==> config.mk <==
export PLATFORM = sky130hd
export DESIGN_NAME = dkfc_back
export DESIGN_NICKNAME = d
export VERILOG_FILES = /design/src/hdl/dkfc_pkg.sv /design/src/hdl/dkfc_back.sv
export SDC_FILE = /design/constraint.sdc
export NUM_CORES = 1
export LEC_CHECK = 0
export BUFFER_PORTS_ARGS = -buffer_cell sky130_fd_sc_hd__buf_4
export CAP_MARGIN = 30
export CORE_UTILIZATION = 52
export CTS_CLUSTER_SIZE = 14
export DETAILED_ROUTE_END_ITERATION = 12
export HOLD_SLACK_MARGIN = 0.02
export PLACE_DENSITY_LB_ADDON = 0.1
export SYNTH_ARGS = -nofsm -noshare
export SYNTH_HDL_FRONTEND = slang
export SYNTH_SLANG_ARGS = --single-unit
==> constraint.sdc <==
create_clock -name clk -period 4.18 [get_ports clk]
set_input_delay 0.209 -clock clk [delete_from_list [all_inputs] [get_ports clk]]
set_output_delay 0.209 -clock clk [all_outputs]
set_load 0.01 [all_outputs]
==> src/hdl/dkfc_pkg.sv <==
`timescale 1ns / 1ps
package dkfc_pkg;

  typedef logic [26:0] freq_t;
  typedef logic [27:0] tword_t;
  typedef logic [15:0] word_t;

  typedef enum logic [1:0] {
    OP_TICK = 2'd0,
    OP_SCAN = 2'd1,
    OP_FULL = 2'd2
  } dkfc_op_t;

  typedef enum logic [1:0] {
    SHAPE_SINE   = 2'd0,
    SHAPE_TRI    = 2'd1,
    SHAPE_SQUARE = 2'd2
  } wave_t;

  typedef enum logic [1:0] {
    REG_DEBOUNCE = 2'd0,
    REG_PHASE    = 2'd1,
    REG_MAXF     = 2'd2
  } reg_idx_t;

  localparam int ADDR_W       = 4;
  localparam int DATA_W       = 32;
  localparam int STEP_ENTRIES = 8;
  localparam int NUM_SLOTS    = 9;

  localparam word_t CW_B28     = 16'h2000;
  localparam word_t CW_RESET   = 16'h0100;
  localparam word_t CW_OPBITEN = 16'h0020;
  localparam word_t CW_DIV2    = 16'h0008;
  localparam word_t CW_MODE    = 16'h0002;
  localparam word_t FREQ0_SEL  = 16'h4000;
  localparam word_t PHASE_SEL  = 16'hC000;

  // Tuning word = floor(f * 2^21 / 5^9). RECIP_M is floor(2^52 / 5^9), so the
  // estimate (f * RECIP_M) >> 31 is at most one below the exact quotient.
  localparam logic [31:0] RECIP_M     = 32'h89705F41;
  localparam int          RECIP_SHIFT = 31;
  localparam logic [20:0] CLK_DIV     = 21'd1953125;

  localparam logic [15:0] DEBOUNCE_RST = 16'd200;
  localparam freq_t       MAXF_RST     = 27'd125000000;
  localparam freq_t       FREQ_RST     = 27'd10000;
  localparam logic [2:0]  STEP_RST     = 3'd3;

  localparam freq_t STEP_TAB [8] = '{
    27'd1, 27'd10, 27'd100, 27'd1000, 27'd10000, 27'd100000, 27'd1000000,
    27'd10000000
  };

  typedef struct packed {
    logic        full_upd;
    logic        ctrl_first;
    wave_t       wave;
    logic        f1_en;
    freq_t       f1;
    logic        f2_en;
    freq_t       f2;
    logic [11:0] phase;
  } job_t;

  typedef struct packed {
    logic        full_upd;
    logic        ctrl_first;
    wave_t       wave;
    logic        f1_en;
    tword_t      tw1;
    logic        f2_en;
    tword_t      tw2;
    logic [11:0] phase;
  } cmd_t;

  function automatic word_t ctrl_word(input wave_t w);
    word_t c;
    case (w)
      SHAPE_TRI:    c = CW_B28 | CW_MODE;
      SHAPE_SQUARE: c = CW_B28 | CW_OPBITEN | CW_DIV2;
      default:      c = CW_B28;
    endcase
    return c;
  endfunction

endpackage

==> src/hdl/dkfc_back.sv <==
`timescale 1ns / 1ps
module dkfc_back
  import dkfc_pkg::*;
(
  input  logic  clk,
  input  logic  rst_n,
  input  logic  cmd_vld,
  input  cmd_t  cmd,
  output logic  cmd_pop,
  input  logic  pop,
  output logic  empty,
  output word_t out_spi_word,
  output logic  out_last
);

  // One slot per possible word, in the order they leave the block:
  // control (scan), first frequency triple, second frequency triple,
  // phase and control (full update).
  cmd_t                 cur_r, cur_nxt;
  logic [NUM_SLOTS-1:0] rem_r, rem_nxt;
  logic                 out_vld_r, out_vld_nxt;
  word_t                out_word_r, out_word_nxt;
  logic                 out_last_r, out_last_nxt;

  logic                 emit;
  logic [NUM_SLOTS-1:0] low;
  logic [NUM_SLOTS-1:0] rem_left;
  logic [NUM_SLOTS-1:0] rem_after;
  logic [NUM_SLOTS-1:0] new_mask;
  word_t                slot_word [NUM_SLOTS];
  word_t                sel_word;

  assign empty        = !out_vld_r;
  assign out_spi_word = out_word_r;
  assign out_last     = out_last_r;

  always_comb begin
    slot_word[0] = ctrl_word(cur_r.wave);
    slot_word[1] = CW_B28 | CW_RESET;
    slot_word[2] = FREQ0_SEL | {2'b00, cur_r.tw1[13:0]};
    slot_word[3] = FREQ0_SEL | {2'b00, cur_r.tw1[27:14]};
    slot_word[4] = CW_B28 | CW_RESET;
    slot_word[5] = FREQ0_SEL | {2'b00, cur_r.tw2[13:0]};
    slot_word[6] = FREQ0_SEL | {2'b00, cur_r.tw2[27:14]};
    slot_word[7] = PHASE_SEL | {4'h0, cur_r.phase};
    slot_word[8] = ctrl_word(cur_r.wave);

    new_mask = {{2{cmd.full_upd}}, {3{cmd.f2_en}}, {3{cmd.f1_en}}, cmd.ctrl_first};

    emit     = (rem_r != '0) && (!out_vld_r || pop);
    low      = rem_r & (~rem_r + NUM_SLOTS'(1));
    rem_left = rem_r & ~low;

    sel_word = '0;
    for (int i = 0; i < NUM_SLOTS; i++) begin
      if (low[i]) begin
        sel_word = sel_word | slot_word[i];
      end
    end

    rem_after = emit ? rem_left : rem_r;
    cmd_pop   = cmd_vld && (rem_after == '0);
    rem_nxt   = cmd_pop ? new_mask : rem_after;
    cur_nxt   = cmd_pop ? cmd : cur_r;

    out_vld_nxt  = out_vld_r;
    out_word_nxt = out_word_r;
    out_last_nxt = out_last_r;
    if (emit) begin
      out_vld_nxt  = 1'b1;
      out_word_nxt = sel_word;
      out_last_nxt = (rem_left == '0);
    end else if (pop) begin
      out_vld_nxt = 1'b0;
    end
  end

  always_ff @(posedge clk) begin
    if (!rst_n) begin
      rem_r     <= '0;
      out_vld_r <= 1'b0;
    end else begin
      rem_r     <= rem_nxt;
      out_vld_r <= out_vld_nxt;
    end
  end

  always_ff @(posedge clk) begin
    cur_r      <= cur_nxt;
    out_word_r <= out_word_nxt;
    out_last_r <= out_last_nxt;
  end

endmodule

==> impl_metrics.yaml <==
floorplanning:
  die_w_um: 86.7
  core_um2: 6870
  die_h_um: 86.7
  rows: 30
  io_pins: 97
  die-area_um2: 7520
  initial_utilization_pct: 54.3
routing:
  drc: 0
  num_vias: 2671
  firstDrtPassIters: 5
  routedWlPerCell_um: 16.6
  drt_iter0_markers: 280
  viasPerCell: 5.29
  drtAntennaViolNets: 0
  wirelength_mm: 8.37
sta:
  rsz0062_at_grt: "false"
  slew_violations: 0
  max_freq_mhz: 318
  worstMarginPinSlew_ps: 966
  setup_viol: 0
  finClkSkew_ps: 12.1
  fin_crit_ps: 3140
  tns_ps: 0
  slew_headroom_pct: 35.5
  finalHoldViolCount: 0
  finalCritPeriodShare_pct: 75.2
logic_synthesis:
  postSynthAreaPerCell_um2: 15.2
  yosysSeqAreaShare_pct: 75.4
  yosys_most_used_dff: "edfxtp_1"
  syn-cell-area_um2: 3730
  synth-edff-count: 87
  yosys.area.top_type_share_pct: 70.0
  synth_nets: 323
  synth-seq-cells: 97
  ys_types: 44
  synthTopCellsByArea: "edfxtp_1 (70%), dfxtp_1 (5.4%), a222oi_1 (3.5%)"
  yosysTopAreaCell: "edfxtp_1"
  synth_warnings: 0
  asyncSetResetFlopFracSynth_pct: 0
  syn_inst: 245
power_and_ir_drop:
  p_leak_nw: 2.08
  ir_worst_vdd_mv: 0.318
  power.density_nw_per_um2: 578
grt:
  antenna_found_initial: 0
  track_usage_pct: 23.1
  grt_start_max_net_pins: 72
  grt_pass1_wl_mm: 12.6
  gr-total-overflow: 0
  grt_pass1_vias: 2551
clock_tree:
  cts_setup_buffers: 0
  clockRootBuffer: "clkbuf_8"
  cts_buffers: 9
  cts_hold_buf: 57
  cts_tree: "yes"
  clockBufferDepth: 2
  clk_pin_slew_ps: 100
  clock_latency_ps: 360
  cts_sinks: 97
  cts_resized: 0
  htree_levels: 3
outcome:
  status: "finished clean"
final_layout:
  multi_input_area_um2: 828
  nets: 482
  stdcell_count: 505
  n_antenna_cell: 0
  final-seq-area_um2: 2810
  syn_to_final_growth_pct: 43.9
  drive_gt1_share_pct: 30.6
  post-route-util_pct: 78.2
  fillers: 409
flow_run:
  cap_violations: 0
critical_path:
  cp_max_fo: 71
  cp.arrival_ps: 2930
  cp-end-kind: "output pin"
  cp_top_family: "simple AND/OR/NAND/NOR gates"
  cp_slowest_cell: "nor2_1"
  crit_path_start_kind: "flop"
  critPathMaxStageDelay_ps: 710
  crit_required_ps: 3970
  crit_chain: "nor2_1, nand2_1, o22ai_1, nand4_4, inv_2, buf_12, buf_4"
  crit_buf_inv: 3
  crit_type: "reg -> out"
place:
  hpwl_mm: 4.98
  port_buffers: 96
  place.gp.congestion: 0.848
  dp_cells: 424
worst_hold_path:
  hold_class: "in -> reg"
==> through the flow <==
stage	area [um^2]	total power, mW	setup WS [ps]	hold WS (ps)
after global routing	5370	3.25	871	20.2
final	5370	3.10	1040	29.9
after floorplan	3730	2.13	826	308
after CTS	5290	3.09	1100	20.0
after detailed placement	4540	2.49	1480	388
after global placement	4540	2.47	1590	387
==> cell usage after synthesis (all sizes together) (3+ instances only) <==
| library cell | count |
|---|---|
| clkbuf | 10 |
| o22ai | 3 |
| nand4 | 7 |
| o21ai | 8 |
| or3 | 3 |
| buf | 6 |
| inv | 5 |
| a21oi | 7 |
| dfxtp | 10 |
| o211ai | 3 |
| nor2 | 8 |
| nand3 | 14 |
| edfxtp | 87 |
| nand2 | 31 |
| a22o | 3 |
| a222oi | 13 |
==> where the power goes <==
part	leakage, nW	switching, mW	internal, mW
clock	0.0901	0.347	0.228
sequential	0.925	0.147	1.49
combinational	1.06	0.511	0.383
total	2.08	1.00	2.10
==> area by class of cell <==
class                           instances  share of cell area [%]
Sequential cell                        97                    52.4
Timing Repair Buffer                  164                    26.2
Multi-Input combinational cell        127                    15.4
Clock buffer                            9                    2.31
Tap cell                               96                    2.24
Clock inverter                          7                    1.12
Inverter                                5                   0.349
==> final timing paths <==
check / start / to / slack (ps) / depth (start not counted)
min: cmd[19] / cur_r[19] / 30 / 1
min reg2reg: cur_r[8] / out_spi_word[8] / 540 / 2
max reg2reg: rem_r[0] / cur_r[17] / 1460 / 6
max: rem_r[0] / cmd_pop / 1040 / 7
==> worst reg2reg max path, stage by stage, from the launching register on <==
cell and delay [ps]:
dfxtp_1 440, nor2_1 710, nand2_1 240, o22ai_1 280, nand4_4 220, inv_2 120, buf_12 310
==> registers in the layout, summed over array words and instances, names as in the netlist <==
name,count
out_last,1
cur_r,70
out_vld_r,1
out_spi_word,16
rem_r,9
==> cells in the final DEF, fill, tap and decap left out, drive strengths merged, types with 2 or more instances in the layout <==
cell         count
nor3b            2
nand3           14
clkbuf           9
buf             99
o22ai            3
edfxtp          87
nor2b            2
a22o             3
a222oi          13
nor4             2
nand4            7
clkinvlp         2
o21ai            8
and2             2
dfxtp           10
nand2           31
a21oi            7
nor2             8
o211ai           3
maj3             2
inv              9
a211oi           2
or3              3
dlygate4sd3     65
==> kinds of logic (layout without fill, tap and decap cells) <==
group                      Yosys count  in the layout  share of synthesized area, %
AOI/OAI and AO/OA                   48             48                          10.5
adders and majority gates            2              2                         0.537
buffers and inverters               21            185                          2.48
DFF                                 97             97                          75.4
and+or+nand+nor                     77             77                          11.1
==> metal layers <==
metal  vias up  wire length (um)  track usage (%)  share of wire (%)
met5         -                 0                0                  0
met3        12               521             4.10                6.2
met4         0               142             11.1                1.7
met1      1255              3380             29.5                 40
li1       1289                 -                -                  -
met2       115              4320             38.5                 52
No activity file was read; power rests on OpenSTA's default activity.
