**src/hdl/dkfc_pkg.sv**
```systemverilog
`timescale 1ns / 1ps
package dkfc_pkg;

  typedef logic [26:0] freq_t;
  typedef logic [27:0] tword_t;
  typedef logic [15:0] word_t;

  typedef enum logic [1:0] {
    OP_TICK = 2'd0,
    OP_SCAN = 2'd1,
    OP_FULL = 2'd2
  } dkfc_op_t;

  typedef enum logic [1:0] {
    SHAPE_SINE   = 2'd0,
    SHAPE_TRI    = 2'd1,
    SHAPE_SQUARE = 2'd2
  } wave_t;

  typedef enum logic [1:0] {
    REG_DEBOUNCE = 2'd0,
    REG_PHASE    = 2'd1,
    REG_MAXF     = 2'd2
  } reg_idx_t;

  localparam int ADDR_W       = 4;
  localparam int DATA_W       = 32;
  localparam int STEP_ENTRIES = 8;
  localparam int NUM_SLOTS    = 9;

  localparam word_t CW_B28     = 16'h2000;
  localparam word_t CW_RESET   = 16'h0100;
  localparam word_t CW_OPBITEN = 16'h0020;
  localparam word_t CW_DIV2    = 16'h0008;
  localparam word_t CW_MODE    = 16'h0002;
  localparam word_t FREQ0_SEL  = 16'h4000;
  localparam word_t PHASE_SEL  = 16'hC000;

  // Tuning word = floor(f * 2^21 / 5^9). RECIP_M is floor(2^52 / 5^9), so the
  // estimate (f * RECIP_M) >> 31 is at most one below the exact quotient.
  localparam logic [31:0] RECIP_M     = 32'h89705F41;
  localparam int          RECIP_SHIFT = 31;
  localparam logic [20:0] CLK_DIV     = 21'd1953125;

  localparam logic [15:0] DEBOUNCE_RST = 16'd200;
  localparam freq_t       MAXF_RST     = 27'd125000000;
  localparam freq_t       FREQ_RST     = 27'd10000;
  localparam logic [2:0]  STEP_RST     = 3'd3;

  localparam freq_t STEP_TAB [8] = '{
    27'd1, 27'd10, 27'd100, 27'd1000, 27'd10000, 27'd100000, 27'd1000000,
    27'd10000000
  };

  typedef struct packed {
    logic        full_upd;
    logic        ctrl_first;
    wave_t       wave;
    logic        f1_en;
    freq_t       f1;
    logic        f2_en;
    freq_t       f2;
    logic [11:0] phase;
  } job_t;

  typedef struct packed {
    logic        full_upd;
    logic        ctrl_first;
    wave_t       wave;
    logic        f1_en;
    tword_t      tw1;
    logic        f2_en;
    tword_t      tw2;
    logic [11:0] phase;
  } cmd_t;

  function automatic word_t ctrl_word(input wave_t w);
    word_t c;
    case (w)
      SHAPE_TRI:    c = CW_B28 | CW_MODE;
      SHAPE_SQUARE: c = CW_B28 | CW_OPBITEN | CW_DIV2;
      default:      c = CW_B28;
    endcase
    return c;
  endfunction

endpackage

```
**src/hdl/dkfc_tword.sv**
```systemverilog
`timescale 1ns / 1ps
module dkfc_tword
  import dkfc_pkg::*;
(
  input  logic clk,
  input  logic rst_n,
  input  logic in_vld,
  input  job_t in_job,
  output logic out_vld,
  output cmd_t out_cmd
);

  // Stage one multiplies by the reciprocal, stage two multiplies the estimate
  // back, stage three corrects the estimate by one where the remainder allows.
  logic        s1_vld_r;
  job_t        s1_job_r;
  logic [58:0] s1_p1_r, s1_p2_r;

  logic        s2_vld_r;
  job_t        s2_job_r;
  tword_t      s2_q1_r, s2_q2_r;
  logic [48:0] s2_c1_r, s2_c2_r;

  logic        out_vld_r;
  cmd_t        out_cmd_r;

  tword_t      q1, q2;
  logic [48:0] r1, r2;
  cmd_t        cmd_nxt;

  assign out_vld = out_vld_r;
  assign out_cmd = out_cmd_r;

  always_comb begin
    q1 = s1_p1_r[RECIP_SHIFT +: 28];
    q2 = s1_p2_r[RECIP_SHIFT +: 28];

    r1 = 49'({s2_job_r.f1, 21'b0}) - s2_c1_r;
    r2 = 49'({s2_job_r.f2, 21'b0}) - s2_c2_r;

    cmd_nxt.full_upd   = s2_job_r.full_upd;
    cmd_nxt.ctrl_first = s2_job_r.ctrl_first;
    cmd_nxt.wave       = s2_job_r.wave;
    cmd_nxt.f1_en      = s2_job_r.f1_en;
    cmd_nxt.tw1        = (r1 >= 49'(CLK_DIV)) ? (s2_q1_r + 28'd1) : s2_q1_r;
    cmd_nxt.f2_en      = s2_job_r.f2_en;
    cmd_nxt.tw2        = (r2 >= 49'(CLK_DIV)) ? (s2_q2_r + 28'd1) : s2_q2_r;
    cmd_nxt.phase      = s2_job_r.phase;
  end

  always_ff @(posedge clk) begin
    if (!rst_n) begin
      s1_vld_r  <= 1'b0;
      s2_vld_r  <= 1'b0;
      out_vld_r <= 1'b0;
    end else begin
      s1_vld_r  <= in_vld;
      s2_vld_r  <= s1_vld_r;
      out_vld_r <= s2_vld_r;
    end
  end

  always_ff @(posedge clk) begin
    s1_job_r  <= in_job;
    s1_p1_r   <= 59'(in_job.f1) * 59'(RECIP_M);
    s1_p2_r   <= 59'(in_job.f2) * 59'(RECIP_M);
    s2_job_r  <= s1_job_r;
    s2_q1_r   <= q1;
    s2_q2_r   <= q2;
    s2_c1_r   <= 49'(q1) * 49'(CLK_DIV);
    s2_c2_r   <= 49'(q2) * 49'(CLK_DIV);
    out_cmd_r <= cmd_nxt;
  end

endmodule

```
**config.mk**
```make
export PLATFORM = sky130hd
export DESIGN_NAME = dkfc_tword
export DESIGN_NICKNAME = d
export VERILOG_FILES = /design/src/hdl/dkfc_pkg.sv /design/src/hdl/dkfc_tword.sv
export SDC_FILE = /design/constraint.sdc
export NUM_CORES = 2
export LEC_CHECK = 0
export ABC_AREA = 1
export BUFFER_PORTS_ARGS = -buffer_cell sky130_fd_sc_hd__buf_2
export CAP_MARGIN = 25
export CORE_ASPECT_RATIO = 1.2
export CORE_MARGIN = 3
export CORE_UTILIZATION = 55
export CTS_BUF_LIST = sky130_fd_sc_hd__clkbuf_16
export CTS_CLUSTER_DIAMETER = 50
export DETAILED_ROUTE_END_ITERATION = 6
export GPL_ROUTABILITY_DRIVEN = 0
export PLACE_DENSITY_LB_ADDON = 0.05
export SKIP_CTS_REPAIR_TIMING = 1
export SLEW_MARGIN = 10
export SYNTH_ARGS = -nofsm -noshare
export SYNTH_HDL_FRONTEND = slang
export SYNTH_SLANG_ARGS = --single-unit
```
**constraint.sdc**
```tcl
create_clock -name clk -period 14.8 [get_ports clk]
set_input_delay 0.74 -clock clk [delete_from_list [all_inputs] [get_ports clk]]
set_output_delay 0.74 -clock clk [all_outputs]
set_load 0.01 [all_outputs]
```
==> flow_metrics.tcl <==
set metrics [dict create \
    status "completed" \
    crit_arrival_ps 7350 \
    syn-num-nets 10100 \
    avgSynthCellArea_um2 8.37 \
    ys_types 51 \
    timing.rr.start "s1_p1_r[40]" \
    whs_endpoint "s1_job_r[9]" \
    ys_warn_count 0 \
    cts_tree "yes" \
    ys.flop_type "dfxtp_1" \
    grt_remaining_overflow 0 \
    grt_usage_pct 29.6 \
    r2r-end "s2_c1_r[46]" \
    reg2reg_depth 21 \
    die_w_um 322 \
    ff2ff_setup_slack_ps 8000 \
    wl_per_cell_um 18.5 \
    rsz0062_at_grt "no" \
    relSlewSlack_pct 30.9 \
    root_buffer "clkbuf_16" \
    vias 51200 \
    cts_max_level 2 \
    syn_inst 7900 \
    area_growth_pct 6.90 \
    cap_violations 0 \
    drv_slew 0 \
    cts_num_sinks 427 \
    netlist_area_um2 66100 \
    ys_ff_latch 427 \
    ios 150 \
    worstMarginPinSlew_ps 1020 \
    cp-start-kind "flip-flop" \
    num_rows 138 \
    numCtsBuffers 54 \
    drt-initial-drc-count 3525 \
    totalWireLength_um 179000 \
    max_freq_mhz 147 \
    synth_edf_count 0 \
    diodes 0 \
    antenna_left 0 \
    min_from "in_job[9]" \
    clock_path_buffers 3 \
    via_per_inst 5.28 \
    setup_violations 0 \
    grt_pass1_vias 52800 \
    hold_viol_final 0 \
    clk_latency_ps 620 \
    grt_pass1_wl_um 286000 \
    io_buffers 149 \
    path_class "flip-flop to flip-flop" \
    antenna_found_initial 3 \
    clkTransAtPathRegs_ps 60 \
    hold_path_depth 1 \
    yosysSeqAreaShare_pct 12.9 \
    fin_crit_ps 6800 \
    tns_ps 0 \
    hp-class "primary input to flip-flop" \
    crit_required_ps 15350 \
    post-route-period-util_pct 45.9 \
    path_max_fanout 8 \
    dp.final_hpwl_um 156000 \
    async_reset_ff_share_pct 0 \
    first_pass_iters 6 \
    start_util_pct 55.7 \
    coreArea_um2 119000 \
    nFillCells 10900 \
    drc 0 \
    skew_ps 20.8 \
    endpoint_kind "flip-flop" \
    final_nets 10300 \
    drive_above_1_share_pct 3.83 \
    die-area_um2 124000 \
    die_h_um 386 \
    grt_max_degree 25 \
]
[how the worst max path moves through the flow]
stage / cells past startpoint / endpoint / start / slack (ps)
after floorplan: 25 / s1_p1_r[57] / in_job[64] / 8730
after global placement: 20 / s1_p1_r[36] / in_job[59] / 7800
after detailed placement: 20 / s1_p1_r[36] / in_job[56] / 7710
after global routing: 21 / s2_c1_r[46] / s1_p1_r[40] / 7720
final: 21 / s2_c1_r[46] / s1_p1_r[40] / 8000
after CTS: 21 / s2_c1_r[46] / s1_p1_r[40] / 8050
[through the flow]
stage | util, % | worst slack, ps | instance area (um^2) | hold slack, ps | cells
2_1_floorplan | - | 8730 | 66100 | 310 | 7900
3_3_place_gp | 57.9 | 7800 | 68700 | 310 | 9581
3_5_place_dp | 58.0 | 7710 | 68800 | 312 | 9582
4_1_cts | 59.6 | 8050 | 70700 | 161 | 9683
5_1_grt | 59.6 | 7720 | 70700 | 187 | 9683
6_report | 59.6 | 8000 | 70700 | 213 | 9683
[worst max-delay path, stage by stage (launching register included)]
cell	delay, ps
dfxtp_1	770
inv_1	280
fa_1	600
fa_1	430
fa_1	530
fa_1	460
fa_1	530
inv_1	60
fa_1	480
inv_1	70
fa_1	510
inv_1	50
ha_1	350
nand2_1	120
nor2_1	230
nand2_1	110
nor4_1	230
a21oi_1	200
nor2_1	160
nor2_1	90
o21ai_0	290
xor2_1	180
[synth_stat cells, types with 9 or more instances]
cell type,count,area share (%)
nand2_1,1303,7.4
fa_1,1022,31
ha_1,1104,21
o21a_1,22,0.25
a21boi_0,12,0.14
o21ai_0,150,1.1
nor2_1,524,3.0
xnor2_1,68,0.90
nand3_1,209,1.6
nor2_2,20,0.19
o21bai_1,15,0.17
inv_1,2190,12
o31ai_1,10,0.11
inv_2,14,0.080
nand4_1,128,1.2
nor3_1,54,0.41
dfxtp_1,427,13
o21ai_1,9,0.068
a31oi_1,50,0.47
a21o_1,26,0.30
a21oi_1,281,2.1
nor4_1,26,0.25
xor2_1,129,1.7
nand3b_1,27,0.31
[cells by family (layout without fill, tap and decap cells)]
group           after synthesis  count (layout)  share of synthesized area, %
simple gates               2330            2330                          14.9
buf+inv                    2221            2464                          12.7
fa+ha+maj                  2126            2126                          51.9
compound gates              599             599                          5.08
flops                       427             427                          12.9
xor+xnor                    197             197                          2.61
[layout make-up]
| type | instances | area (um^2) | share of cell area (%) |
|---|---|---|---|
| inverter | 2205 | 8280 | 11.7 |
| timing repair buffer | 158 | 833 | 1.18 |
| clock buffer | 57 | 1430 | 2.02 |
| multi-input combinational | 5252 | 49200 | 69.6 |
| clock inverter | 44 | 470 | 0.666 |
| sequential | 427 | 8550 | 12.1 |
| tap | 1540 | 1930 | 2.73 |
[state kept, by name, indices dropped and copies added, names as in the netlist]
| signal | flops |
|---|---|
| out_cmd | 74 |
| s1_vld_r | 1 |
| s1_p2_r | 34 |
| s2_q2_r | 26 |
| s2_c2_r | 49 |
| cmd_nxt | 18 |
| out_vld | 1 |
| s2_q1_r | 26 |
| s1_job_r | 60 |
| s1_p1_r | 34 |
| s2_vld_r | 1 |
| s2_c1_r | 49 |
| s2_job_r | 54 |
[per-layer routing]
layer / up-vias / share of wire (%) / track usage [%]
li1: 24500 / - / -
met1: 24800 / 44 / 40.9
met2: 1491 / 47 / 49.0
met3: 312 / 5.6 / 3.39
met4: 0 / 3.4 / 9.02
met5: - / 0 / 0
[placed cells by master (no fill, tap or decap), drive strengths merged, types with 3 or more instances in the layout]
master    netlist  final
a21boi         12     12
a21o           26     26
a21oi         281    281
a31oi          50     50
and3            7      7
buf             8    158
bufinv          0      5
clkbuf          8     57
clkinv          1     19
clkinvlp        0      4
dfxtp         427    427
fa           1022   1022
ha           1104   1104
inv          2204   2221
nand2        1311   1311
nand3         212    212
nand3b         28     28
nand4         128    128
nor2          552    552
nor3           59     59
nor3b           3      3
nor4           26     26
o211ai          8      8
o21a           22     22
o21ai         159    159
o21bai         15     15
o221ai          5      5
o31ai          10     10
xnor2          68     68
xor2          129    129
Power is not shown: default switching activity piles up to over one toggle a cycle in this logic, so the estimate is an artifact.
