[src/hdl/dkfc_pkg.sv]
`timescale 1ns / 1ps
package dkfc_pkg;

  typedef logic [26:0] freq_t;
  typedef logic [27:0] tword_t;
  typedef logic [15:0] word_t;

  typedef enum logic [1:0] {
    OP_TICK = 2'd0,
    OP_SCAN = 2'd1,
    OP_FULL = 2'd2
  } dkfc_op_t;

  typedef enum logic [1:0] {
    SHAPE_SINE   = 2'd0,
    SHAPE_TRI    = 2'd1,
    SHAPE_SQUARE = 2'd2
  } wave_t;

  typedef enum logic [1:0] {
    REG_DEBOUNCE = 2'd0,
    REG_PHASE    = 2'd1,
    REG_MAXF     = 2'd2
  } reg_idx_t;

  localparam int ADDR_W       = 4;
  localparam int DATA_W       = 32;
  localparam int STEP_ENTRIES = 8;
  localparam int NUM_SLOTS    = 9;

  localparam word_t CW_B28     = 16'h2000;
  localparam word_t CW_RESET   = 16'h0100;
  localparam word_t CW_OPBITEN = 16'h0020;
  localparam word_t CW_DIV2    = 16'h0008;
  localparam word_t CW_MODE    = 16'h0002;
  localparam word_t FREQ0_SEL  = 16'h4000;
  localparam word_t PHASE_SEL  = 16'hC000;

  // Tuning word = floor(f * 2^21 / 5^9). RECIP_M is floor(2^52 / 5^9), so the
  // estimate (f * RECIP_M) >> 31 is at most one below the exact quotient.
  localparam logic [31:0] RECIP_M     = 32'h89705F41;
  localparam int          RECIP_SHIFT = 31;
  localparam logic [20:0] CLK_DIV     = 21'd1953125;

  localparam logic [15:0] DEBOUNCE_RST = 16'd200;
  localparam freq_t       MAXF_RST     = 27'd125000000;
  localparam freq_t       FREQ_RST     = 27'd10000;
  localparam logic [2:0]  STEP_RST     = 3'd3;

  localparam freq_t STEP_TAB [8] = '{
    27'd1, 27'd10, 27'd100, 27'd1000, 27'd10000, 27'd100000, 27'd1000000,
    27'd10000000
  };

  typedef struct packed {
    logic        full_upd;
    logic        ctrl_first;
    wave_t       wave;
    logic        f1_en;
    freq_t       f1;
    logic        f2_en;
    freq_t       f2;
    logic [11:0] phase;
  } job_t;

  typedef struct packed {
    logic        full_upd;
    logic        ctrl_first;
    wave_t       wave;
    logic        f1_en;
    tword_t      tw1;
    logic        f2_en;
    tword_t      tw2;
    logic [11:0] phase;
  } cmd_t;

  function automatic word_t ctrl_word(input wave_t w);
    word_t c;
    case (w)
      SHAPE_TRI:    c = CW_B28 | CW_MODE;
      SHAPE_SQUARE: c = CW_B28 | CW_OPBITEN | CW_DIV2;
      default:      c = CW_B28;
    endcase
    return c;
  endfunction

endpackage

[src/hdl/dkfc_fifo.sv]
`timescale 1ns / 1ps
module dkfc_fifo
  import dkfc_pkg::*;
#(
  parameter int DEPTH = 4,
  parameter int WIDTH = 8
) (
  input  logic             clk,
  input  logic             rst_n,
  input  logic             wr_en,
  input  logic [WIDTH-1:0] wr_data,
  input  logic             rd_en,
  output logic             rd_vld,
  output logic [WIDTH-1:0] rd_data
);

  localparam int PW = (DEPTH > 1) ? $clog2(DEPTH) : 1;
  localparam int CW = $clog2(DEPTH + 1);

  logic [WIDTH-1:0] mem_r [DEPTH];
  logic [PW-1:0]    wr_ptr_r, rd_ptr_r;
  logic [CW-1:0]    count_r;

  assign rd_vld  = (count_r != '0);
  assign rd_data = mem_r[rd_ptr_r];

  always_ff @(posedge clk) begin
    if (!rst_n) begin
      wr_ptr_r <= '0;
      rd_ptr_r <= '0;
      count_r  <= '0;
    end else begin
      if (wr_en) begin
        wr_ptr_r <= (wr_ptr_r == PW'(DEPTH - 1)) ? '0 : wr_ptr_r + PW'(1);
      end
      if (rd_en) begin
        rd_ptr_r <= (rd_ptr_r == PW'(DEPTH - 1)) ? '0 : rd_ptr_r + PW'(1);
      end
      count_r <= CW'(count_r + CW'(wr_en) - CW'(rd_en));
    end
  end

  always_ff @(posedge clk) begin
    if (wr_en) begin
      mem_r[wr_ptr_r] <= wr_data;
    end
  end

endmodule

[config.mk]
export PLATFORM = sky130hd
export DESIGN_NAME = dkfc_fifo
export DESIGN_NICKNAME = d
export VERILOG_FILES = /design/src/hdl/dkfc_pkg.sv /design/src/hdl/dkfc_fifo.sv
export SDC_FILE = /design/constraint.sdc
export NUM_CORES = 1
export LEC_CHECK = 0
export BUFFER_PORTS_ARGS = -buffer_cell sky130_fd_sc_hd__buf_4
export CORE_ASPECT_RATIO = 0.75
export CORE_MARGIN = 2
export CORE_UTILIZATION = 55
export DETAILED_ROUTE_END_ITERATION = 10
export HOLD_SLACK_MARGIN = 0.15
export PLACE_DENSITY = 0.73
export SYNTH_ARGS = -nofsm -noshare
export SYNTH_HDL_FRONTEND = slang
export SYNTH_SLANG_ARGS = --single-unit
[constraint.sdc]
create_clock -name clk -period 3.3 [get_ports clk]
set_input_delay 0 -clock clk [delete_from_list [all_inputs] [get_ports clk]]
set_output_delay 0 -clock clk [all_outputs]
set_load 0.03 [all_outputs]
==> results of run 1 <==
-- worst reg2reg max path, cell delays in order, from the launching register on --
cell,delay [ns]
dfxtp_1,0.34
inv_1,0.05
ha_1,0.26
inv_1,0.04
ha_1,0.25
and2_1,0.13
dlygate4sd3_1,0.54
-- Yosys cell counts --
master    number
clkbuf_2       1
mux4_2         8
a21oi_1        2
xnor3_1        1
nand2b_1       2
dfxtp_1        9
nor2_1         4
and2_1         5
mux2i_1        2
buf_6          1
inv_1          6
fa_1           1
ha_1           7
or3_1          1
or3b_1         2
edfxtp_1      32
-- area by class of cell --
cell class              count  area, sq um  area share [%]
multi-input cells          35          423            21.1
clock buffers               6         72.6            3.61
flip-flops and latches     41         1140            56.8
repair buffers             32          270            13.5
well taps                  36         45.0            2.24
inverters                   6         22.5            1.12
clock inverters             2         33.8            1.68
-- path summary, 6_finish.rpt --
kind                                end  depth (start not counted)  slack, ns
setup / recovery             rd_data[5]                          2       1.52
hold / removal    mem_r[1][0]$_DFFE_PP_                          2       0.46
hold reg to reg                    flop                          2       0.51
setup reg to reg  count_r[0]$_SDFF_PN0_                          6       1.59
-- power breakdown --
group	internal (W)	total (W)	switching, W	leakage (nW)
sequential	0.000590	0.000615	0.0000241	0.368
combinational	0.000101	0.000192	0.0000909	0.339
clock	0.000223	0.000385	0.000162	0.0528
-- routing by layer --
metal	track usage, %	part of all wire (%)	wire length [microns]	vias up
li1	-	-	-	386
met2	33.0	50	1440	17
met1	25.9	43	1230	401
met4	10.2	1.9	55	0
met5	0	0	0	-
met3	8.30	4.6	130	5
-- registers in the layout, indices dropped and copies added, names as in the netlist, named ones only --
name      cells
mem_r        32
rd_ptr_r      2
count_r       3
wr_ptr_r      2
-- per-stage QoR --
step	hold WS [ns]	std cells	utilization, %	worst slack, ns	area, sq um
final	0.455	158	74.9	1.52	2010
after global routing	0.451	158	74.9	1.38	2010
after CTS	0.442	158	74.9	1.49	2010
after detailed placement	0.204	138	66.4	1.69	1780
after global placement	0.200	138	66.4	1.78	1780
after floorplan	0.0989	84	-	1.80	1600
-- logic make-up (layout without fill, tap and decap cells) --
logic type                 count (synthesis)  in the layout  synth area share (%)
DFF                                       41             41                  71.2
and+or+nand+nor                           14             14                  5.15
muxes                                     10             10                  12.5
adders and majority gates                  8              8                  6.71
buffers and inverters                      8             46                  2.42
AOI/OAI and AO/OA                          2              2                 0.625
xor gates and xnor gates                   1              1                  1.41
-- what timing repair did --
item                                    CTS  global route
hold buffers                             12             0
endpoints found under the hold margin    41             0
endpoints found under the setup margin    0             0
==> run metrics, run 1 <==
worst-skew pair later-pin latency 0.29 ns; max_cap viols 0; syn_nets 104; Synth top area share 60.0%; slew margin rel. 62.4%; Die Footprint 0.00337 sq mm; highest net fanout along the worst path 8; Reg clk slew, reported paths 0.07 ns; number of detailed-route iterations in the first pass 4; CP top delay family flip-flops; Routed wire per std cell 18.1 microns; crit start category flop; required time of the critical path 3.30 ns; final period utilization 53.9%; worst reg2reg startpoint count_r[0]$_SDFF_PN0_; Synth Warn # 0; leakage power 0.760 nW; Mapped Cells 84; Hold Crit Class primary input to flop; total power 0.00119 W; GR Overflow Total 0; CTS Root Cell clkbuf_8; Period minus WS final 1.78 ns; # DRC 0; total negative slack 0 ns; Max Slew Vio Count 0; post-synthesis sequential area ratio 71.2%; first-pass GRT wire length 4.40 mm; GPL Wtd Cong 0.657; Worst Tran Pin Value 0.563 ns; Worst VDD drop 0.364 mV; worst path cell trace mux4_2 -> buf_4; Mean Syn Cell Area 19.1 sq um; Data arrival, critical path 1.78 ns; commonest non-fill, non-tap cell in the layout edfxtp_1; width of the die 66.3 microns; largest cells by area after synthesis edfxtp_1, dfxtp_1, mux4_2; TritonCTS buffer count 5; Initial DRC Count 27; Vias 809; Max stage delay on crit path 0.68 ns; critical path class flop to output pin; power density cells 594 mW/mm^2; netlist area before placement 0.00160 sq mm; Resized cells post-CTS 0; CTS tree done; Antenna Cells 0; post-synth top area cell edfxtp_1; CP max stage cell dfxtp_1; layout cells sized above 1 27.9%; Longest Clk Path Bufs 2; crit path buf inv count 1; commonest cells after routing, fill and taps aside edfxtp_1, buf_4, dlygate4sd3_1, dfxtp_1, mux4_2; #FFs+latches synth 41; Peak Freq 562 MHz; count of different cell masters after synthesis 16; Final Hold Vio Count 0; final WL 2.86 mm; Setup Fix Bufs, Post-CTS 0; initial antenna violation count 0; Tot GR Track Use 21.2%; number of I/O port buffers 20; Initial Util 59.7%; hold path start wr_data[0]; htree depth 2; post-route ant nets 0; clock skew 0.00316 ns; Setup crit end kind output pin; status finished clean; Post-layout nets 141; I/O pin cnt 21; final setup fails 0; # rows 16; clk sinks 41; Core ar. 0.00268 sq mm; vias in the first global route 814; Fillers 184; die height 50.8 microns; RSZ-0062 raised after global routing no; area grow syn2layout 25.3%; via/cell ratio 5.12; largest net degree at the start of global routing 13
No activity file was read; power rests on OpenSTA's default activity.
==> run 2, diff against run 1 <==
- CORE_UTILIZATION: 55 -> 50
- PLACE_DENSITY: 0.73 -> 0.69
- clock period: 3.3 -> 1.6 ns (I/O delays scaled with it)
==> run metrics, run 2 (synthesis gave the netlist of run 1 again) <==
status finished clean; # rows 17; Initial Util 53.4%; CTS tree done; Period minus WS final 1.52 ns; slew margin rel. 69.3%; Post-layout nets 145; htree depth 2; Tot GR Track Use 16.0%; layout cells sized above 1 34.9%; hold path depth 4; Sw Ratio 24.4%; met3 routed wirelength 91 microns; Core ar. 0.00300 sq mm; post-route ant nets 0; Non-Filler Instances 164; Peak Freq 660 MHz; Setup crit end kind flop; GR Overflow Total 0; r2r worst-path depth 8; clk sinks 41; worst reg2reg startpoint count_r[0]$_SDFF_PN0_; Vias 812; final WL 2.50 mm; max FFs per register 32; vias in the first global route 881; CTS Root Cell clkbuf_8; placed cells 145; WL met1 1.09 mm; Antenna Cells 0; total negative slack 0 ns; top routing layer in use met4; # DRC 0; initial antenna violation count 0; crit start category flop; via/cell ratio 4.95; final setup fails 0; worst-skew pair later-pin latency 0.29 ns; biggest regs mem_r (32), count_r (3); Routed wire per std cell 15.2 microns; Flop pwr share 53.5%; first-pass GRT wire length 4.09 mm; commonest cells after routing, fill and taps aside edfxtp_1, buf_4, dlygate4sd3_1, mux4_2; Max Slew Vio Count 0; number of I/O port buffers 20; RSZ-0062 raised after global routing no; power density cells 1150 mW/mm^2; hold path start rd_en; commonest non-fill, non-tap cell in the layout edfxtp_1; Reg clk slew, reported paths 0.07 ns; hpwl dp 1.64 mm; Hold Crit Class primary input to flop; final period utilization 94.8%; die height 53.0 microns; length of routed met2 wiring 1.28 mm; required time of the critical path 1.78 ns; largest net degree at the start of global routing 14; area grow syn2layout 27.8%; Switch Pwr 0.000575 W; Die Footprint 0.00368 sq mm; Worst VDD drop 0.659 mV; Data arrival, critical path 1.70 ns; Final Hold Vio Count 0; Longest Clk Path Bufs 2; Pint 0.00178 W; TritonCTS buffer count 5; worst reg2reg endpoint count_r[2]$_SDFF_PN0_; Comb power frac 17.1%; I/O pin cnt 21; leakage power 0.782 nW; R2R Setup Slk 0.08 ns; Setup Fix Bufs, Post-CTS 0; Worst Hold Path EP count_r[1]$_SDFF_PN0_; max_cap viols 0; highest net fanout along the worst path 2; GPL Wtd Cong 0.655; Biggest register mem_r; Clock power frac 29.4%; clock skew 0.00339 ns; critical path class flop to flop; Worst Tran Pin Value 0.461 ns; width of the die 69.4 microns; number of detailed-route iterations in the first pass 4; Initial DRC Count 41; final core occ 68.3%
-- run 2: cell count changes in the layout (fill, tap and decap cells not counted), sizes merged --
cell / before / now
dlygate4sd3: 12 / 11
clkinv: 1 / 2
bufinv: 1 / 0
buf: 20 / 25
-- run 2: final cells by class --
cell class	count	area, sq um
Sequential cell	41	1150
Fill cell	201	951
Multi-Input combinational cell	35	425
Timing Repair Buffer	36	310
Clock buffer	6	82.6
Tap cell	38	47.5
Inverter	6	22.5
Clock inverter	2	13.8
-- run 2: power by group through the flow --
stage | sequential, W | combinational (W) | clock, W
global placement | 0.00128 | 0.000374 | 0
global route | 0.00127 | 0.000440 | 0.000752
detailed placement | 0.00128 | 0.000384 | 0
CTS | 0.00126 | 0.000407 | 0.000706
floorplan | 0.00126 | 0.000269 | 0
finish | 0.00126 | 0.000403 | 0.000693
-- run 2: metal layers --
layer / GRT usage, % / vias up
met2: 27.4 / 16
met3: 4.57 / 4
met4: 9.80 / 0
li1: - / 395
met1: 18.2 / 397
met5: 0 / -
-- run 2: worst max-delay path, cell delays in order, from the launching register on --
cell and delay (ns):
dfxtp_2 0.33, inv_1 0.04, ha_1 0.26, inv_1 0.06
ha_1 0.13, inv_1 0.05, fa_2 0.32, xnor3_1 0.20
nor2_1 0.04
-- run 2: what timing repair did --
action | CTS | global route
gates resized for setup | 1 | 3
pin swaps | 0 | 0
endpoints found under the hold margin | 41 | 0
hold buffers | 11 | 0
endpoints found under the setup margin | 5 | 6
-- run 2: worst max-delay path by stage --
| stage | end | depth (start not counted) | start | slack [ns] |
|---|---|---|---|---|
| 2_1_floorplan | count_r[2]$_SDFF_PN0_ | 8 | count_r[0]$_SDFF_PN0_ | 0.10 |
| 3_3_place_gp | count_r[2]$_SDFF_PN0_ | 8 | count_r[0]$_SDFF_PN0_ | 0.08 |
| 3_5_place_dp | count_r[2]$_SDFF_PN0_ | 8 | count_r[0]$_SDFF_PN0_ | 0.02 |
| 4_1_cts | count_r[2]$_SDFF_PN0_ | 8 | count_r[0]$_SDFF_PN0_ | 0.01 |
| 5_1_grt | count_r[2]$_SDFF_PN0_ | 8 | count_r[0]$_SDFF_PN0_ | 0.001 |
| 6_report | count_r[2]$_SDFF_PN0_ | 8 | count_r[0]$_SDFF_PN0_ | 0.08 |
-- run 2: metrics by stage --
step                setup WS [ns]  hold slack [ns]  cell area, sq um  power [W]
finish                     0.0839            0.240              2050    0.00236
global route              0.00118            0.290              2050    0.00246
detailed placement         0.0237            0.207              1830    0.00167
global placement           0.0764            0.201              1830    0.00165
CTS                        0.0117            0.203              2040    0.00237
floorplan                   0.103           0.0989              1600    0.00153
