### config.mk
export PLATFORM = sky130hd
export DESIGN_NAME = dkfc_front
export DESIGN_NICKNAME = d
export VERILOG_FILES = /design/src/hdl/dkfc_pkg.sv /design/src/hdl/dkfc_front.sv
export SDC_FILE = /design/constraint.sdc
export NUM_CORES = 1
export LEC_CHECK = 0
export BUFFER_PORTS_ARGS = -buffer_cell sky130_fd_sc_hd__buf_2
export CAP_MARGIN = 25
export CORE_ASPECT_RATIO = 0.9
export CORE_MARGIN = 5
export CORE_UTILIZATION = 40
export DETAILED_ROUTE_END_ITERATION = 12
export PLACE_DENSITY_LB_ADDON = 0.2
export SLEW_MARGIN = 15
export SYNTH_ARGS = -nofsm -noshare
export SYNTH_HDL_FRONTEND = slang
export SYNTH_SLANG_ARGS = --single-unit
### constraint.sdc
create_clock -name clk -period 19.7 [get_ports clk]
set_input_delay 3.94 -clock clk [delete_from_list [all_inputs] [get_ports clk]]
set_output_delay 3.94 -clock clk [all_outputs]
set_load 0.005 [all_outputs]
### src/hdl/dkfc_pkg.sv
`timescale 1ns / 1ps
package dkfc_pkg;

  typedef logic [26:0] freq_t;
  typedef logic [27:0] tword_t;
  typedef logic [15:0] word_t;

  typedef enum logic [1:0] {
    OP_TICK = 2'd0,
    OP_SCAN = 2'd1,
    OP_FULL = 2'd2
  } dkfc_op_t;

  typedef enum logic [1:0] {
    SHAPE_SINE   = 2'd0,
    SHAPE_TRI    = 2'd1,
    SHAPE_SQUARE = 2'd2
  } wave_t;

  typedef enum logic [1:0] {
    REG_DEBOUNCE = 2'd0,
    REG_PHASE    = 2'd1,
    REG_MAXF     = 2'd2
  } reg_idx_t;

  localparam int ADDR_W       = 4;
  localparam int DATA_W       = 32;
  localparam int STEP_ENTRIES = 8;
  localparam int NUM_SLOTS    = 9;

  localparam word_t CW_B28     = 16'h2000;
  localparam word_t CW_RESET   = 16'h0100;
  localparam word_t CW_OPBITEN = 16'h0020;
  localparam word_t CW_DIV2    = 16'h0008;
  localparam word_t CW_MODE    = 16'h0002;
  localparam word_t FREQ0_SEL  = 16'h4000;
  localparam word_t PHASE_SEL  = 16'hC000;

  // Tuning word = floor(f * 2^21 / 5^9). RECIP_M is floor(2^52 / 5^9), so the
  // estimate (f * RECIP_M) >> 31 is at most one below the exact quotient.
  localparam logic [31:0] RECIP_M     = 32'h89705F41;
  localparam int          RECIP_SHIFT = 31;
  localparam logic [20:0] CLK_DIV     = 21'd1953125;

  localparam logic [15:0] DEBOUNCE_RST = 16'd200;
  localparam freq_t       MAXF_RST     = 27'd125000000;
  localparam freq_t       FREQ_RST     = 27'd10000;
  localparam logic [2:0]  STEP_RST     = 3'd3;

  localparam freq_t STEP_TAB [8] = '{
    27'd1, 27'd10, 27'd100, 27'd1000, 27'd10000, 27'd100000, 27'd1000000,
    27'd10000000
  };

  typedef struct packed {
    logic        full_upd;
    logic        ctrl_first;
    wave_t       wave;
    logic        f1_en;
    freq_t       f1;
    logic        f2_en;
    freq_t       f2;
    logic [11:0] phase;
  } job_t;

  typedef struct packed {
    logic        full_upd;
    logic        ctrl_first;
    wave_t       wave;
    logic        f1_en;
    tword_t      tw1;
    logic        f2_en;
    tword_t      tw2;
    logic [11:0] phase;
  } cmd_t;

  function automatic word_t ctrl_word(input wave_t w);
    word_t c;
    case (w)
      SHAPE_TRI:    c = CW_B28 | CW_MODE;
      SHAPE_SQUARE: c = CW_B28 | CW_OPBITEN | CW_DIV2;
      default:      c = CW_B28;
    endcase
    return c;
  endfunction

endpackage

### src/hdl/dkfc_front.sv
`timescale 1ns / 1ps
module dkfc_front
  import dkfc_pkg::*;
#(
  parameter int DEPTH = 4
) (
  input  logic        clk,
  input  logic        rst_n,
  input  logic        push,
  output logic        full,
  input  logic [1:0]  in_opcode,
  input  logic [3:0]  in_keys_pressed,
  input  logic [15:0] press_gap,
  input  logic [11:0] phase_ofs,
  input  freq_t       max_freq_tenths,
  input  logic        credit_ret,
  output logic        job_vld,
  output job_t        job
);

  localparam int CW = $clog2(DEPTH + 1);

  wave_t       wave_r, wave_nxt;
  freq_t       freq_r, freq_nxt;
  logic [2:0]  step_r, step_nxt;
  logic [31:0] now_r, now_nxt;
  logic [31:0] last_r [4];
  logic [31:0] last_nxt [4];
  logic [CW-1:0] credit_r, credit_nxt;
  logic        job_vld_r, job_vld_nxt;
  job_t        job_r, job_nxt;

  logic        acc;
  dkfc_op_t    op;
  logic [3:0]  ok;
  logic [31:0] elapsed [4];
  freq_t       step_val;
  logic [27:0] up_sum;
  freq_t       up_f;
  freq_t       dn_base;
  freq_t       dn_f;
  wave_t       wave_adv;
  logic [3:0]  step_adv;

  assign full    = (credit_r == '0);
  assign job_vld = job_vld_r;
  assign job     = job_r;

  always_comb begin
    acc      = push && !full;
    op       = dkfc_op_t'(in_opcode);
    step_val = STEP_TAB[step_r];

    for (int k = 0; k < 4; k++) begin
      elapsed[k]  = now_r - last_r[k];
      ok[k]       = in_keys_pressed[k] && (elapsed[k] > 32'(press_gap));
      last_nxt[k] = last_r[k];
    end

    case (wave_r)
      SHAPE_SINE:   wave_adv = SHAPE_TRI;
      SHAPE_TRI:    wave_adv = SHAPE_SQUARE;
      SHAPE_SQUARE: wave_adv = SHAPE_SINE;
      default:      wave_adv = SHAPE_TRI;
    endcase

    // Up saturates at the limit; down then works from the result of up.
    up_sum  = {1'b0, freq_r} + {1'b0, step_val};
    up_f    = (up_sum > {1'b0, max_freq_tenths}) ? max_freq_tenths : up_sum[26:0];
    dn_base = ok[1] ? up_f : freq_r;
    dn_f    = (dn_base > step_val) ? (dn_base - step_val) : 27'd1;

    step_adv = {1'b0, step_r} + 4'd1;
    for (int i = 0; i < 8; i++) begin
      if (step_adv >= 4'(STEP_ENTRIES)) begin
        step_adv = step_adv - 4'(STEP_ENTRIES);
      end
    end

    wave_nxt    = wave_r;
    freq_nxt    = freq_r;
    step_nxt    = step_r;
    now_nxt     = now_r;
    job_vld_nxt = 1'b0;
    job_nxt     = job_r;

    if (acc) begin
      case (op)
        OP_TICK: begin
          now_nxt = now_r + 32'd1;
        end
        OP_SCAN: begin
          for (int k = 0; k < 4; k++) begin
            if (ok[k]) begin
              last_nxt[k] = now_r;
            end
          end
          if (ok[0]) begin
            wave_nxt = wave_adv;
          end
          if (ok[2]) begin
            freq_nxt = dn_f;
          end else if (ok[1]) begin
            freq_nxt = up_f;
          end
          if (ok[3]) begin
            step_nxt = step_adv[2:0];
          end
          job_vld_nxt        = ok[0] || ok[1] || ok[2];
          job_nxt.full_upd   = 1'b0;
          job_nxt.ctrl_first = ok[0];
          job_nxt.wave       = wave_adv;
          job_nxt.f1_en      = ok[1] || ok[2];
          job_nxt.f1         = ok[1] ? up_f : dn_f;
          job_nxt.f2_en      = ok[1] && ok[2];
          job_nxt.f2         = dn_f;
          job_nxt.phase      = phase_ofs;
        end
        OP_FULL: begin
          job_vld_nxt        = 1'b1;
          job_nxt.full_upd   = 1'b1;
          job_nxt.ctrl_first = 1'b0;
          job_nxt.wave       = wave_r;
          job_nxt.f1_en      = 1'b1;
          job_nxt.f1         = freq_r;
          job_nxt.f2_en      = 1'b0;
          job_nxt.f2         = freq_r;
          job_nxt.phase      = phase_ofs;
        end
        default: begin
        end
      endcase
    end

    credit_nxt = CW'(credit_r - CW'(job_vld_nxt) + CW'(credit_ret));
  end

  always_ff @(posedge clk) begin
    if (!rst_n) begin
      wave_r    <= SHAPE_SINE;
      freq_r    <= FREQ_RST;
      step_r    <= STEP_RST;
      now_r     <= '0;
      credit_r  <= CW'(DEPTH);
      job_vld_r <= 1'b0;
      for (int k = 0; k < 4; k++) begin
        last_r[k] <= '0;
      end
    end else begin
      wave_r    <= wave_nxt;
      freq_r    <= freq_nxt;
      step_r    <= step_nxt;
      now_r     <= now_nxt;
      credit_r  <= credit_nxt;
      job_vld_r <= job_vld_nxt;
      for (int k = 0; k < 4; k++) begin
        last_r[k] <= last_nxt[k];
      end
    end
  end

  always_ff @(posedge clk) begin
    job_r <= job_nxt;
  end

endmodule

==> results.py <==
metrics = {
    "power_and_ir_drop": {
        "leakagePower_uw": 0.0115,
        "ir_drop_mv": 0.0478,
        "power.density_nw_per_um2": 57.2,
    },
    "yosys": {
        "ys_ff_latch": 268,
        "synthArstFlopShare_pct": 0,
        "synth-seq-area-share_pct": 26.1,
        "synth_top_area_share_pct": 16.8,
        "ys_types": 92,
        "synth_largest_area_cell": "dfxtp_1",
        "syn_inst": 2953,
        "synth.cell_area_um2": 23300,
        "synth_area_per_cell_um2": 7.90,
        "synth_edf_count": 72,
        "synth_nets": 3296,
        "ys.flop_type": "dfxtp_1",
        "netlist_top_cells_area": "dfxtp_1 (17%), ha_1 (15%), edfxtp_1 (9.3%)",
        "synth_warnings": 0,
    },
    "grt": {
        "grt_pass1_wl_um": 116000,
        "track_usage_pct": 22.5,
        "grt_max_degree": 86,
        "first_global_vias": 20603,
        "grt-ovfl-total": 0,
        "antenna_found_initial": 1,
    },
    "clocking": {
        "cts_hold_buf": 0,
        "cts_buffer_depth": 3,
        "clock_latency_ns": 0.56,
        "post-cts-setup-buffers": 0,
        "cts_resized": 0,
        "clockRootBuffer": "clkbuf_16",
        "cts_made_buffers": 36,
        "clock_sinks": 268,
        "ctsHtreeMaxLevel": 2,
        "clk_pin_slew_ns": 0.06,
        "cts_tree": "yes",
    },
    "floorplan": {
        "die-area_um2": 63300,
        "fp.dieH_um": 239,
        "start_util_pct": 40.2,
        "rows": 84,
        "io_pins": 139,
        "coreArea_um2": 58100,
        "dieWidth_um": 265,
    },
    "sta": {
        "post-route-period-util_pct": 56.9,
        "skew_ns": 0.0352,
        "drv_slew": 0,
        "tightestPinTransition_ns": 0.961,
        "rsz0062_at_grt": "no",
        "hold_viol": 0,
        "holdWs_ns": 0.455,
        "fin_tns_setup_ns": 0,
        "fmax_mhz": 89.2,
        "setup_viol": 0,
        "slew_headroom_pct": 35.7,
        "fin_crit_ns": 11.22,
    },
    "cells_and_area": {
        "syn2layout_area_growth_pct": 11.6,
        "antenna_cells": 0,
        "nets": 3390,
        "drive_gt1_share_pct": 9.18,
    },
    "place": {
        "gp_congestion": 0.948,
        "dp_hpwl_um": 56500,
        "io_buffers": 138,
    },
    "critical_path": {
        "cp-start-kind": "register",
        "critPathMaxStageDelay_ns": 0.64,
        "critPathSlowestCell": "or4_1",
        "crit_arrival_ns": 11.50,
        "crit_path_frequent_cell": "a21oi_1",
        "critPathKind": "register to register",
        "cp-end-kind": "register",
        "crit_fanout": 38,
        "required_ns": 19.98,
    },
    "run": {
        "cap_violations": 0,
    },
    "detailed_routing": {
        "dr_wl_met2_um": 30000,
        "met3_length_um": 5330,
        "final_antenna_net_count": 0,
        "wire_per_inst_um": 19.3,
        "drcViolationCount": 0,
        "first_pass_iters": 6,
        "wl_met1_um": 37200,
        "top_layer": "met4",
        "vias": 21916,
        "drtIter0Drc": 1688,
        "drt_wl_total_um": 74200,
        "viasPerCell": 5.70,
    },
    "run_status": {
        "outcome": "complete, no violations",
    },
    "min_path": {
        "hold_class": "register to register",
    },
}
==> cell type report <==
cell class | instances | area, µm²
clock buffer | 51 | 1010
clock inverter | 13 | 166
fill | 5729 | 32100
inverter | 266 | 998
multi-input combinational | 2298 | 15800
sequential | 268 | 6090
tap | 774 | 968
timing repair buffer | 177 | 1010
==> routing by layer <==
| metal | vias up | track usage [%] |
|---|---|---|
| li1 | 10784 | - |
| met1 | 10313 | 34.4 |
| met2 | 708 | 33.0 |
| met3 | 111 | 3.43 |
| met4 | 0 | 5.58 |
| met5 | - | 0 |
==> per-stage QoR <==
step	area, µm²	util [%]	power [µW]	setup slack (ns)	std cells
2_1_floorplan	23300	-	749	9.79	2953
3_3_place_gp	24800	42.8	827	8.73	3782
3_5_place_dp	24800	42.8	831	8.65	3782
4_1_cts	26000	44.8	1510	8.67	3846
5_1_grt	26000	44.8	1550	7.85	3847
6_report	26000	44.8	1490	8.48	3847
==> registers in the layout (all words and copies together), names as in the netlist <==
signal	cells
step_r	3
wave_r	2
job_vld	1
now_r	32
job	72
credit_r	3
last_r	128
freq_r	27
==> final timing paths <==
check                        startpoint                         end  slack, ns  depth (start not counted)
max              step_r[1]$_SDFFE_PN1P_           job[53]$_DFFE_PP_       8.48                         41
min          last_r[0][12]$_SDFFE_PN0P_  last_r[0][12]$_SDFFE_PN0P_       0.46                          2
max reg2reg      step_r[1]$_SDFFE_PN1P_           job[53]$_DFFE_PP_       8.48                         41
min reg2reg  last_r[0][12]$_SDFFE_PN0P_  last_r[0][12]$_SDFFE_PN0P_       0.46                          2
==> cell usage after synthesis (9+ instances only) <==
| cell type | n |
|---|---|
| a211o_1 | 9 |
| buf_2 | 21 |
| and2_1 | 45 |
| and3_1 | 22 |
| a21o_1 | 89 |
| nor3_1 | 46 |
| dfxtp_1 | 196 |
| mux2i_1 | 67 |
| nor2_1 | 146 |
| a21oi_1 | 243 |
| o21bai_1 | 23 |
| nand2_1 | 351 |
| nand3_1 | 90 |
| nor4_1 | 13 |
| o31ai_1 | 16 |
| o21ai_0 | 197 |
| a211oi_1 | 18 |
| xor2_1 | 46 |
| xnor2_1 | 97 |
| a21boi_0 | 49 |
| edfxtp_1 | 72 |
| o31a_1 | 11 |
| a32oi_1 | 11 |
| nand2b_1 | 42 |
| o21a_1 | 33 |
| o211ai_1 | 26 |
| nand4_1 | 49 |
| clkbuf_1 | 88 |
| mux2_2 | 10 |
| o221ai_1 | 9 |
| ha_1 | 271 |
| inv_1 | 265 |
| a31oi_1 | 22 |
| or3_1 | 17 |
| nor2b_1 | 61 |
| o2111ai_1 | 10 |
==> power by group <==
| group | internal [µW] | switching [µW] | total [µW] | leakage (µW) |
|---|---|---|---|---|
| logic | 78.3 | 140 | 218 | 0.00867 |
| clock network | 397 | 271 | 668 | 0.000565 |
| registers | 595 | 9.29 | 604 | 0.00226 |
| total | 1070 | 420 | 1490 | 0.0115 |
==> critical path, delay by kind of cell (launching register included) <==
| family | cells | cell delay [ns] |
|---|---|---|
| compound gates | 21 | 5.21 |
| xor+xnor | 1 | 0.20 |
| fa+ha+maj | 5 | 1.47 |
| buf+inv | 6 | 1.25 |
| flops | 1 | 0.52 |
| mux | 1 | 0.35 |
| simple gates | 7 | 1.92 |
==> kinds of logic (layout without fill, tap and decap cells) <==
logic type                 after synthesis  after routing  share of synthesized area, %
xor gates and xnor gates               143            143                          5.37
adders and majority gates              281            281                          15.3
AOI/OAI and AO/OA                      880            880                          24.7
buffers and inverters                  387            507                          6.45
muxes                                   78             78                          3.40
and+or+nand+nor                        916            916                          18.7
DFF                                    268            268                          26.1
==> placed cells by master (no fill, tap or decap), types with 89 or more instances in the layout <==
master,count
nand2_1,351
ha_1,270
inv_1,265
a21oi_1,243
o21ai_0,197
dfxtp_1,196
nor2_1,144
buf_2,137
xnor2_1,97
nand3_1,90
a21o_1,89
No activity file was read; power rests on OpenSTA's default activity.
